## src/rtl/cgbl_div.sv

```systemverilog
module cgbl_div #(
  parameter int DvdW = 59,
  parameter int QuotW = 25
) (
  input  logic             clk_i,
  input  logic             rst_ni,
  input  logic             start_i,
  input  logic [DvdW-1:0]  dividend_i,
  input  logic [DvdW-1:0]  divisor_i,
  output logic             done_o,
  output logic [QuotW-1:0] quot_o
);

  localparam int CntW = $clog2(QuotW + 1);

  logic [DvdW-1:0]  rem_q, rem_d, dsr_q, dsr_d;
  logic [QuotW-1:0] quot_q, quot_d;
  logic [CntW-1:0]  cnt_q, cnt_d;
  logic             busy_q, busy_d, done_q, done_d;
  logic             ge;

  assign ge = rem_q >= dsr_q;

  always_comb begin
    rem_d  = rem_q;
    dsr_d  = dsr_q;
    quot_d = quot_q;
    cnt_d  = cnt_q;
    busy_d = busy_q;
    done_d = 1'b0;
    if (start_i) begin
      rem_d  = dividend_i;
      dsr_d  = divisor_i << (QuotW - 1);
      quot_d = '0;
      cnt_d  = CntW'(QuotW);
      busy_d = 1'b1;
    end else if (busy_q) begin
      rem_d  = ge ? rem_q - dsr_q : rem_q;
      quot_d = {quot_q[QuotW-2:0], ge};
      dsr_d  = dsr_q >> 1;
      cnt_d  = cnt_q - 1'b1;
      if (cnt_q == CntW'(1)) begin
        busy_d = 1'b0;
        done_d = 1'b1;
      end
    end
  end

  always_ff @(posedge clk_i or negedge rst_ni) begin
    if (!rst_ni) begin
      busy_q <= 1'b0;
      done_q <= 1'b0;
      cnt_q  <= '0;
    end else begin
      busy_q <= busy_d;
      done_q <= done_d;
      cnt_q  <= cnt_d;
    end
  end

  always_ff @(posedge clk_i) begin
    rem_q  <= rem_d;
    dsr_q  <= dsr_d;
    quot_q <= quot_d;
  end

  assign done_o = done_q;
  assign quot_o = quot_q;

endmodule

```

## config.mk

```make
export PLATFORM = sky130hd
export DESIGN_NAME = cgbl_div
export DESIGN_NICKNAME = d
export VERILOG_FILES = /design/src/rtl/cgbl_div.sv
export SDC_FILE = /design/constraint.sdc
export NUM_CORES = 1
export LEC_CHECK = 0
export BUFFER_PORTS_ARGS = -buffer_cell sky130_fd_sc_hd__buf_2
export CORE_ASPECT_RATIO = 0.6
export CORE_UTILIZATION = 60
export CTS_BUF_LIST = sky130_fd_sc_hd__clkbuf_4
export CTS_CLUSTER_DIAMETER = 150
export CTS_CLUSTER_SIZE = 12
export DETAILED_ROUTE_END_ITERATION = 6
export PLACE_DENSITY = 0.83
export SLEW_MARGIN = 20
export SYNTH_ARGS = -nofsm -noshare
export SYNTH_HDL_FRONTEND = slang
export SYNTH_SLANG_ARGS = --single-unit
```

## constraint.sdc

```tcl
create_clock -name clk_i -period 9.8 [get_ports clk_i]
set_input_delay 1.47 -clock clk_i [delete_from_list [all_inputs] [get_ports clk_i]]
set_output_delay 1.47 -clock clk_i [all_outputs]
set_load 0.03 [all_outputs]
```

==> summary.md, run 1 <==
| Metric | Value |
|---|---|
| Commonest non-fill, non-tap cell in the layout | `nand2_1` |
| CP arrival | `4.60 ns` |
| Die height | `101.2 microns` |
| Setup crit start | `dsr_q[35]` |
| Req. time, crit path | `10.04 ns` |
| Post-CTS setup buffer count | `0` |
| Unrepaired setup endpoints after global routing | `no` |
| CP max FO | `39` |
| Hold_buf cts | `0` |
| Worst hold path cell count | `2` |
| Reg clk slew, reported paths | `0.16 ns` |
| Nets | `1386` |
| Clock Sinks | `150` |
| Setup slack, reg-to-reg | `5.44 ns` |
| CP max stage cell | `buf_4` |
| Fin. max-slew vios | `0` |
| Drt wl/cell | `17.65 microns` |
| Cell area after synthesis | `0.009847 sq mm` |
| Drt via density | `6.084` |
| Highest metal used | `met4` |
| First-pass DRT Iterations | `7` |
| P&R area growth vs syn | `9.797%` |
| Element type at the critical path end | `register` |
| Status | `completed` |
| Row count | `35` |
| Final Skew | `0.03154 ns` |
| Hold path start | `quot_o[0]` |
| Residual DRC | `0` |
| Max-cap viol count | `0` |
| Fraction of layout cells with a size suffix above 1 | `15.54%` |
| Cell Area, Placed | `0.01049 sq mm` |
| Met3 wire len | `2.308 mm` |
| GR Util All Layers | `29.66%` |
| First-pass GRT wire length | `39.60 mm` |
| Shortest period the worst path allows | `4.358 ns` |
| Avg Inst Size Synth | `8.847 sq um` |
| Leak | `4.946 nW` |
| Cts bufs inserted | `17` |
| Die width | `167.4 microns` |
| Period utilisation layout | `44.47%` |
| Max incr delay on CP | `0.58 ns` |
| Largest net degree at the start of global routing | `84` |
| Initial antenna violation count | `0` |
| #FFs+latches synth | `150` |
| Ant diodes | `0` |
| Met2 routed WL | `10.28 mm` |
| Setup TNS Final | `0 ns` |
| Synth unique cells | `73` |
| DR vias | `8633` |
| RR Startpoint | `dsr_q[35]` |
| Hold EP | `quot_o[0]` |
| P per Cell Area | `295.1 mW/mm^2` |
| Detail Placement HPWL | `18.10 mm` |
| Vias in the first global route | `7719` |
| Slew headroom | `38.18%` |
| Max Freq | `229.4 MHz` |
| Warnings from Yosys | `0` |
| Sequential share of the synthesized area | `40.41%` |
| Cells on worst reg2reg path | `12` |
| Final setup fails | `0` |
| Gpl congestion | `0.9437` |
| Fin. Hold Viols | `0` |
| Post_cts resized | `0` |
| FFs w/ async S/R, synth | `4.667%` |
| CTS root buf | `clkbuf_4` |
| Overflow after GRT | `0` |
| DR iter-0 viols | `974` |
| Syn Nets | `1296` |
| Antenna-violating nets left | `0` |
| CP cell instances | `inv_1 -> ha_1 -> nand2_1 -> o21ai_2 -> or2_1 -> a31oi_1 -> or2_2 -> or4_1 -> a21oi_1 -> o211ai_1 -> nand2_2 -> buf_4` |
| Largest area contributor in the netlist | `edfxtp_1` |
| Crit start category | `register` |
| Final WL | `25.05 mm` |
| Critical path type | `reg2reg` |
| Reg2reg end | `rem_q[10]` |
| Design Power | `3.191 mW` |
| Clock tree buffer depth | `2` |
| Post-synth EDFFs | `94` |
| # port buffers | `122` |
| Die area | `0.01694 sq mm` |
| Maximum VDD drop | `0.1159 mV` |
| Core Area | `0.01568 sq mm` |
| Initial core utilization | `62.81%` |
| Fillers | `1259` |
| Most frequent cells in the layout | `160 x nand2_1, 121 x buf_2, 98 x nor2_1` |
| Yosys top cell area share | `28.67%` |
| Top-level port count | `147` |
| Hold Crit Class | `reg2reg` |
| Worst Max-Slew Pin Slew | `0.9273 ns` |
| Worst-skew pair later-pin latency | `0.59 ns` |
| Fin area | `0.01081 sq mm` |
| Met1 WL | `12.19 mm` |
| # H-tree levels | `4` |
| Final design utilization | `68.96%` |
| Mapped Cells | `1113` |
| Synth area leaders | `edfxtp_1 29%, dfxtp_1 10%, ha_1 7.8%` |
| CTS tree | `done` |
| Synth Flop Type | `edfxtp_1` |
==> area by class of cell <==
class	count	area, sq um	area share [%]
clock buffer	17	127.6	1.180
clock inverter	15	193.9	1.794
multi-input combinational	822	5276	48.80
tap	203	254.0	2.349
sequential	150	3983	36.84
timing repair buffer	128	661.9	6.122
inverter	84	315.3	2.916
==> routing by layer <==
metal	track usage, %	vias up
met5	0	-
met4	6.845	0
met3	5.744	22
met2	42.88	447
met1	45.45	4022
li1	-	4142
==> worst max-delay path, delay by kind of cell, from the launching register on <==
family          cells  cell delay (ns)
simple gates        5             1.62
compound gates      4             0.94
buf+inv             2             0.65
fa+ha+maj           1             0.41
flops               1             0.39
==> metrics by stage <==
| step | cells | worst slack [ns] | hold slack [ns] |
|---|---|---|---|
| 4_1_cts | 1419 | 5.430 | 0.5132 |
| 5_1_grt | 1419 | 5.196 | 0.5257 |
| 3_5_place_dp | 1387 | 5.498 | 0.4808 |
| 2_1_floorplan | 1113 | 5.695 | 0.4647 |
| 3_3_place_gp | 1387 | 5.608 | 0.4703 |
| 6_report | 1419 | 5.442 | 0.5239 |
==> sequential cells by signal, summed over array words and instances, names as in the netlist <==
signal / count
dsr_q: 59
busy_q: 1
rem_q: 59
quot_o: 25
done_o: 1
cnt_q: 5
==> cells in the mapped netlist, types with 8 or more instances <==
| cell | n |
|---|---|
| xor2_1 | 15 |
| xnor2_1 | 30 |
| dfxtp_1 | 49 |
| nor3_1 | 13 |
| clkbuf_1 | 39 |
| nor2_1 | 98 |
| nand2_1 | 161 |
| a21oi_1 | 84 |
| ha_1 | 61 |
| o21bai_1 | 17 |
| a22o_1 | 15 |
| a211oi_1 | 11 |
| edfxtp_1 | 94 |
| a31oi_1 | 10 |
| nand4_1 | 17 |
| o21ai_0 | 93 |
| nand3_1 | 11 |
| a21o_1 | 26 |
| inv_1 | 84 |
| o21a_1 | 8 |
| mux2i_1 | 51 |
==> power breakdown <==
part / internal (mW) / switching, mW / leakage (nW)
sequential: 0.890 / 0.0630 / 1.46
clock: 0.128 / 0.305 / 0.169
combinational: 0.683 / 1.12 / 3.31
total: 1.70 / 1.49 / 4.95
==> worst max path at each step <==
| stage | end | slack, ns |
|---|---|---|
| after floorplan | rem_q[0] | 5.70 |
| after global placement | rem_q[32] | 5.61 |
| after detailed placement | rem_q[14] | 5.50 |
| after CTS | rem_q[1] | 5.43 |
| after global routing | rem_q[1] | 5.20 |
| final | rem_q[10] | 5.44 |
==> cell families after synthesis <==
kind of cell | after synthesis | share of synthesized area (%)
AND/OR/NAND/NOR | 349 | 15.64
flip-flops | 150 | 40.41
multiplexers | 54 | 5.527
XOR/XNOR | 45 | 4.003
adder cells (fa/ha/maj) | 62 | 7.954
buffers and inverters | 141 | 6.035
AO/OA/AOI/OAI | 312 | 20.43
(Power assumes the default switching activity.)
==> inputs of run 2 (changes only) <==
--- a/config.mk
+++ b/config.mk
@@ -7,12 +7,12 @@
 export LEC_CHECK = 0
 export BUFFER_PORTS_ARGS = -buffer_cell sky130_fd_sc_hd__buf_2
 export CORE_ASPECT_RATIO = 0.6
-export CORE_UTILIZATION = 60
+export CORE_UTILIZATION = 54
 export CTS_BUF_LIST = sky130_fd_sc_hd__clkbuf_4
 export CTS_CLUSTER_DIAMETER = 150
 export CTS_CLUSTER_SIZE = 12
 export DETAILED_ROUTE_END_ITERATION = 6
-export PLACE_DENSITY = 0.83
+export PLACE_DENSITY = 0.79
 export SLEW_MARGIN = 20
 export SYNTH_ARGS = -nofsm -noshare
 export SYNTH_HDL_FRONTEND = slang
==> constraint.sdc (replaced) <==
create_clock -name clk_i -period 3.9 [get_ports clk_i]
set_input_delay 0.585 -clock clk_i [delete_from_list [all_inputs] [get_ports clk_i]]
set_output_delay 0.585 -clock clk_i [all_outputs]
set_load 0.03 [all_outputs]
==> run 2 against run 1 <==
  * Final cell count grew 2.5%
  * Clock skew shrank 0.0018 ns
  * Worst setup slack lost 5.2 ns
  * First-iteration DRC count shrank 14%
  * Sequential share of layout area shrank 0.11 points
  * Via count shrank 2.1%
  * Power grew 150%
  * Clock power grew 130%
  * Wire length shrank 2.0%
  * Sequential cell count is the same
  * Fmax grew 20%
  * Core utilization shrank 7.0 points
  * Critical path type unchanged
  * Largest cell class unchanged
==> summary.md, run 2 (synthesis results as in run 1) <==
| Metric | Value |
|---|---|
| Hold WS | `0.2539 ns (was 0.5239 ns)` |
| CP arrival | `3.91 ns (was 4.60 ns)` |
| Die area | `0.01880 sq mm (was 0.01694 sq mm)` |
| CP max FO | `35 (was 39)` |
| CP cell instances | `inv_1 -> ha_1 -> nand2_1 -> o21ai_2 -> or2_1 -> a31oi_1 -> or2_2 -> or4_1 -> a21oi_1 -> o211ai_1 -> nand2_2 -> buf_12 (was inv_1 -> ha_1 -> nand2_1 -> o21ai_2 -> or2_1 -> a31oi_1 -> or2_2 -> or4_1 -> a21oi_1 -> o211ai_1 -> nand2_2 -> buf_4)` |
| Req. time, crit path | `4.19 ns (was 10.04 ns)` |
| Gpl congestion | `0.9540 (was 0.9437)` |
| First-pass DRT Iterations | `5 (was 7)` |
| P&R area growth vs syn | `10.14% (was 9.797%)` |
| Max Freq | `276.2 MHz (was 229.4 MHz)` |
| GR Util All Layers | `26.90% (was 29.66%)` |
| Vias in the first global route | `7746 (was 7719)` |
| # port buffers | `122 (unchanged)` |
| Unrepaired setup endpoints after global routing | `no (unchanged)` |
| Period utilisation layout | `92.83% (was 44.47%)` |
| Die width | `176.3 microns (was 167.4 microns)` |
| Leak | `4.954 nW (was 4.946 nW)` |
| Worst path depth | `12 (unchanged)` |
| Overflow after GRT | `0 (unchanged)` |
| Clock tree buffer depth | `2 (unchanged)` |
| # H-tree levels | `4 (unchanged)` |
| Detail Placement HPWL | `18.03 mm (was 18.10 mm)` |
| Clock Sinks | `150 (unchanged)` |
| Clock power share | `12.3% (was 13.6%)` |
| Reg clk slew, reported paths | `0.15 ns (was 0.16 ns)` |
| Fin. max-slew vios | `0 (unchanged)` |
| Worst setup slack after layout | `0.2797 ns (was 5.442 ns)` |
| Cts bufs inserted | `17 (unchanged)` |
| Shortest period the worst path allows | `3.620 ns (was 4.358 ns)` |
| Die height | `106.6 microns (was 101.2 microns)` |
| Largest net degree at the start of global routing | `78 (was 84)` |
| CTS root buf | `clkbuf_4 (unchanged)` |
| DR iter-0 viols | `833 (was 974)` |
| P per Cell Area | `729.7 mW/mm^2 (was 295.1 mW/mm^2)` |
| Worst hold path cell count | `3 (was 2)` |
| Initial core utilization | `56.27% (was 62.81%)` |
| Maximum VDD drop | `0.3458 mV (was 0.1159 mV)` |
| Family with the most delay on the worst path | `simple AND/OR/NAND/NOR gates (unchanged)` |
| Final setup fails | `0 (unchanged)` |
| DR vias | `8454 (was 8633)` |
| Drt via density | `5.814 (was 6.084)` |
| CTS tree | `done (unchanged)` |
| Row count | `37 (was 35)` |
| Max incr delay on CP | `0.48 ns (was 0.58 ns)` |
| Antenna-violating nets left | `0 (unchanged)` |
| Commonest non-fill, non-tap cell in the layout | `nand2_1 (unchanged)` |
| Final WL | `24.54 mm (was 25.05 mm)` |
| Initial antenna violation count | `0 (unchanged)` |
| Hold Crit Class | `in2reg (was reg2reg)` |
| Status | `completed (unchanged)` |
| Cell Area, Placed | `0.01058 sq mm (was 0.01049 sq mm)` |
| Setup TNS Final | `0 ns (unchanged)` |
| Residual DRC | `0 (unchanged)` |
| Design Power | `7.914 mW (was 3.191 mW)` |
| CP max stage cell | `or4_1 (was buf_4)` |
| Fin area | `0.01085 sq mm (was 0.01081 sq mm)` |
| Worst Path Buf+Inv | `2 (unchanged)` |
| Cells on worst reg2reg path | `12 (unchanged)` |
| Drt wl/cell | `16.88 microns (was 17.65 microns)` |
| Sw Ratio | `46.01% (was 46.72%)` |
| Core Area | `0.01750 sq mm (was 0.01568 sq mm)` |
| Max-cap viol count | `0 (unchanged)` |
| Final Skew | `0.02978 ns (was 0.03154 ns)` |
| Post-CTS setup buffer count | `0 (unchanged)` |
| Most frequent cells in the layout | `160 x nand2_1, 121 x buf_2, 98 x nor2_1 (unchanged)` |
| Nets | `1390 (was 1386)` |
| Worst-skew pair later-pin latency | `0.60 ns (was 0.59 ns)` |
| Fraction of layout cells with a size suffix above 1 | `15.74% (was 15.54%)` |
| Worst Max-Slew Pin Slew | `1.090 ns (was 0.9273 ns)` |
| Top-level port count | `147 (unchanged)` |
| First-pass GRT wire length | `39.71 mm (was 39.60 mm)` |
| Logic gate share of total power | `57.5% (was 56.6%)` |
| Crit start category | `register (unchanged)` |
| Switching power | `3.641 mW (was 1.491 mW)` |
| Element type at the critical path end | `register (unchanged)` |
| Internal Power | `4.273 mW (was 1.700 mW)` |
| Sequential power share | `30.2% (was 29.9%)` |
| Fin. Hold Viols | `0 (unchanged)` |
| Dpl ws | `0.3521 ns (was 5.498 ns)` |
| Ant diodes | `0 (unchanged)` |
| Critical path type | `reg2reg (unchanged)` |
| Slew headroom | `26.90% (was 38.18%)` |
run 2: power by group through the flow:
| stage | Combinational, mW | Sequential [mW] | Clock [mW] |
|---|---|---|---|
| after floorplan | 3.38 | 2.40 | 0 |
| after detailed placement | 4.40 | 2.42 | 0 |
| after global placement | 4.32 | 2.40 | 0 |
| after CTS | 4.43 | 2.39 | 0.990 |
| final | 4.55 | 2.39 | 0.975 |
| after global routing | 5.00 | 2.43 | 1.06 |
run 2: per-stage QoR:
| stage | util, % | cells |
|---|---|---|
| after floorplan | - | 1113 |
| after global placement | 60.44 | 1421 |
| after detailed placement | 60.44 | 1421 |
| after CTS | 61.98 | 1454 |
| after global routing | 61.98 | 1454 |
| final | 61.98 | 1454 |
run 2: path summary, 6_finish.rpt:
kind / from / end / slack [ns]
worst min-delay path: dividend_i[16] / rem_q[16] / 0.25
worst max-delay path: dsr_q[36] / rem_q[0] / 0.28
worst min register to register: quot_o[24] / quot_o[24] / 0.52
worst max register to register: dsr_q[36] / rem_q[0] / 0.28
max in group asynchronous: rst_ni / busy_q / 3.40
min in group asynchronous: rst_ni / cnt_q[4] / 0.33
run 2: timing repair:
action / 4_1_cts / 5_1_grt
hold endpoints to repair: 7 / 0
resized for setup: 0 / 0
hold buffers: 1 / 0
run 2: per-layer routing:
metal | vias up | share of wire, % | global-route usage, %
li1 | 4158 | - | -
met5 | - | 0 | 0
met4 | 0 | 0.87 | 4.741
met3 | 19 | 8.4 | 6.099
met2 | 358 | 39 | 36.67
met1 | 3919 | 52 | 42.82
run 2: cell type report:
| class | count | area [sq um] |
|---|---|---|
| Inverter | 84 | 315.3 |
| Tap cell | 234 | 292.8 |
| Fill cell | 1549 | 6654 |
| Multi-Input combinational cell | 822 | 5276 |
| Timing Repair Buffer | 132 | 719.4 |
| Sequential cell | 150 | 3983 |
| Clock buffer | 17 | 127.6 |
| Clock inverter | 15 | 131.4 |
run 2: worst reg2reg max path: stages, from the launching register on:
cell and delay, ns:
edfxtp_1 0.37, inv_1 0.06, ha_1 0.41, nand2_1 0.14
o21ai_2 0.29, or2_1 0.16, a31oi_1 0.09, or2_2 0.35
or4_1 0.48, a21oi_1 0.30, o211ai_1 0.20, nand2_2 0.19
buf_12 0.26
==> inputs of run 3 (changes only) <==
--- a/config.mk
+++ b/config.mk
@@ -7,12 +7,11 @@
 export LEC_CHECK = 0
 export BUFFER_PORTS_ARGS = -buffer_cell sky130_fd_sc_hd__buf_2
 export CORE_ASPECT_RATIO = 0.6
-export CORE_UTILIZATION = 54
+export CORE_UTILIZATION = 40
 export CTS_BUF_LIST = sky130_fd_sc_hd__clkbuf_4
 export CTS_CLUSTER_DIAMETER = 150
 export CTS_CLUSTER_SIZE = 12
 export DETAILED_ROUTE_END_ITERATION = 6
-export PLACE_DENSITY = 0.79
 export SLEW_MARGIN = 20
 export SYNTH_ARGS = -nofsm -noshare
 export SYNTH_HDL_FRONTEND = slang
==> run 3 against run 2 <==
  * Largest power group unchanged
  * Cell area grew 1.1%
  * Final cell count rose by 6.2%
  * Sequential cell count is the same
  * Wire length up 6.7%
  * Non-clock buffer count increased by 2
==> summary.md, run 3 (synthesis results as in run 1) <==
| Metric | Value |
|---|---|
| Status | `completed (unchanged)` |
| Max incr delay on CP | `0.48 ns (about the same)` |
| Fillers | `2383 (was 1549)` |
| CP cell instances | `ha_1 -> nand2_1 -> o21ai_2 -> or2_1 -> a31oi_1 -> or2_2 -> or4_1 -> a21oi_1 -> o211ai_1 -> nand2_2 -> buf_12 (was inv_1 -> ha_1 -> nand2_1 -> o21ai_2 -> or2_1 -> a31oi_1 -> or2_2 -> or4_1 -> a21oi_1 -> o211ai_1 -> nand2_2 -> buf_12)` |
| Initial antenna violation count | `0 (unchanged)` |
| Element type at the critical path end | `register (unchanged)` |
| Initial core utilization | `40.74% (was 56.27%)` |
| Nets | `1392 (was 1390)` |
| Vias in the first global route | `7605 (was 7746)` |
| Die height | `123.5 microns (was 106.6 microns)` |
| Shortest period the worst path allows | `3.580 ns (was 3.620 ns)` |
| First-pass DRT Iterations | `5 (unchanged)` |
| Leak | `4.968 nW (was 4.954 nW)` |
| Final design utilization | `45.39% (was 61.98%)` |
| Worst Max-Slew Pin Slew | `0.9400 ns (was 1.090 ns)` |
| Crit start category | `register (unchanged)` |
| Drt via density | `5.374 (was 5.814)` |
| Ant diodes | `0 (unchanged)` |
| Final setup fails | `0 (unchanged)` |
| Core Area | `0.02417 sq mm (was 0.01750 sq mm)` |
| # H-tree levels | `4 (unchanged)` |
| # port buffers | `122 (unchanged)` |
| Cts bufs inserted | `17 (unchanged)` |
| Worst Path Buf+Inv | `1 (was 2)` |
| Antenna-violating nets left | `0 (unchanged)` |
| Req. time, crit path | `4.21 ns (was 4.19 ns)` |
| DR vias | `8298 (was 8454)` |
| Unrepaired setup endpoints after global routing | `no (unchanged)` |
| Detail Placement HPWL | `19.28 mm (was 18.03 mm)` |
| Max-cap viol count | `0 (unchanged)` |
| DR iter-0 viols | `664 (was 833)` |
| Overflow after GRT | `0 (unchanged)` |
| Largest net degree at the start of global routing | `82 (was 78)` |
| Drt wl/cell | `16.96 microns (was 16.88 microns)` |
| Reg clk slew, reported paths | `0.15 ns (about the same)` |
| Die width | `204.6 microns (was 176.3 microns)` |
| Post-CTS setup buffer count | `0 (unchanged)` |
| Worst-skew pair later-pin latency | `0.63 ns (was 0.60 ns)` |
| Max Freq | `279.3 MHz (was 276.2 MHz)` |
| Residual DRC | `0 (unchanged)` |
| Fin area | `0.01097 sq mm (was 0.01085 sq mm)` |
| Setup TNS Final | `0 ns (unchanged)` |
| Cell Area, Placed | `0.01069 sq mm (was 0.01058 sq mm)` |
| Most frequent cells in the layout | `160 x nand2_1, 121 x buf_2, 98 x nor2_1 (unchanged)` |
| Hold Crit Class | `in2reg (unchanged)` |
| Top-level port count | `147 (unchanged)` |
| Row count | `44 (was 37)` |
| Gpl congestion | `0.9188 (was 0.9540)` |
| Final Skew | `0.02577 ns (was 0.02978 ns)` |
| CTS tree | `done (unchanged)` |
| Fraction of layout cells with a size suffix above 1 | `15.96% (was 15.74%)` |
| First-pass GRT wire length | `41.08 mm (was 39.71 mm)` |
| CP max stage cell | `or4_1 (unchanged)` |
| Clock tree buffer depth | `2 (unchanged)` |
| Family with the most delay on the worst path | `simple AND/OR/NAND/NOR gates (unchanged)` |
| Fin. max-slew vios | `0 (unchanged)` |
| Commonest non-fill, non-tap cell in the layout | `nand2_1 (unchanged)` |
| Period utilisation layout | `91.80% (was 92.83%)` |
| CP arrival | `3.89 ns (was 3.91 ns)` |
| Fin. Hold Viols | `0 (unchanged)` |
| Slew headroom | `37.33% (was 26.90%)` |
| CTS root buf | `clkbuf_4 (unchanged)` |
| P per Cell Area | `724.9 mW/mm^2 (was 729.7 mW/mm^2)` |
| P&R area growth vs syn | `11.40% (was 10.14%)` |
| Final WL | `26.19 mm (was 24.54 mm)` |
| Clock Sinks | `150 (unchanged)` |
| Maximum VDD drop | `0.2381 mV (was 0.3458 mV)` |
| Critical path type | `reg2reg (unchanged)` |
| Die area | `0.02527 sq mm (was 0.01880 sq mm)` |
| GR Util All Layers | `21.21% (was 26.90%)` |
| CP max FO | `42 (was 35)` |
==> run 3: report_power, final <==
group          switching, mW  internal, mW
Sequential             0.150          2.23
Clock                  0.681         0.333
Combinational           2.81          1.75
Total                   3.64          4.32
==> run 3: cell type report <==
type | instances | area (sq um) | share of cell area [%]
Timing Repair Buffer | 134 | 721.9 | 6.581
Clock buffer | 17 | 127.6 | 1.163
Inverter | 84 | 315.3 | 2.874
Clock inverter | 15 | 140.1 | 1.278
Tap cell | 322 | 402.9 | 3.673
Multi-Input combinational cell | 822 | 5279 | 48.12
Sequential cell | 150 | 3983 | 36.31
==> run 3: per-stage QoR <==
stage / total power [mW] / hold WS (ns) / instances / setup slack, ns
detailed placement: 6.850 / 0.4261 / 1511 / 0.3382
global route: 8.569 / 0.1698 / 1544 / 0.08007
CTS: 7.899 / 0.1353 / 1544 / 0.3139
global placement: 6.811 / 0.4270 / 1511 / 0.3826
finish: 7.951 / 0.2240 / 1544 / 0.3199
floorplan: 5.778 / 0.2894 / 1113 / 0.3360
==> run 3: final timing paths <==
kind,start,to,slack [ns],cells past startpoint
setup / recovery,rem_q[36],rem_q[35],0.32,11
hold / removal,divisor_i[34],dsr_q[58],0.22,2
setup reg to reg,rem_q[36],rem_q[35],0.32,11
hold reg to reg,quot_o[0],quot_o[0],0.52,2
max in group asynchronous,rst_ni,busy_q,3.42,2
min in group asynchronous,rst_ni,cnt_q[2],0.31,2
==> run 3: worst reg2reg max path, cell delays in order, from the launching register on <==
cell and delay, ns:
edfxtp_1 0.40, ha_1 0.41, nand2_1 0.14, o21ai_2 0.29, or2_1 0.16, a31oi_1 0.09, or2_2 0.35, or4_1 0.48
a21oi_1 0.32, o211ai_1 0.20, nand2_2 0.15, buf_12 0.27
==> run 3: repair_timing <==
item / in CTS / in global routing
endpoints found under the setup margin: 0 / 2
endpoints found under the hold margin: 7 / 0
hold buffers: 1 / 0
gates resized for setup: 0 / 1
==> run 3: routing by layer <==
| metal | track usage, % | up-vias | share of wire (%) |
|---|---|---|---|
| met1 | 33.74 | 3885 | 55 |
| met3 | 4.059 | 22 | 5.3 |
| met5 | 0 | - | 0 |
| li1 | - | 4158 | - |
| met4 | 6.576 | 0 | 1.2 |
| met2 | 27.85 | 233 | 38 |
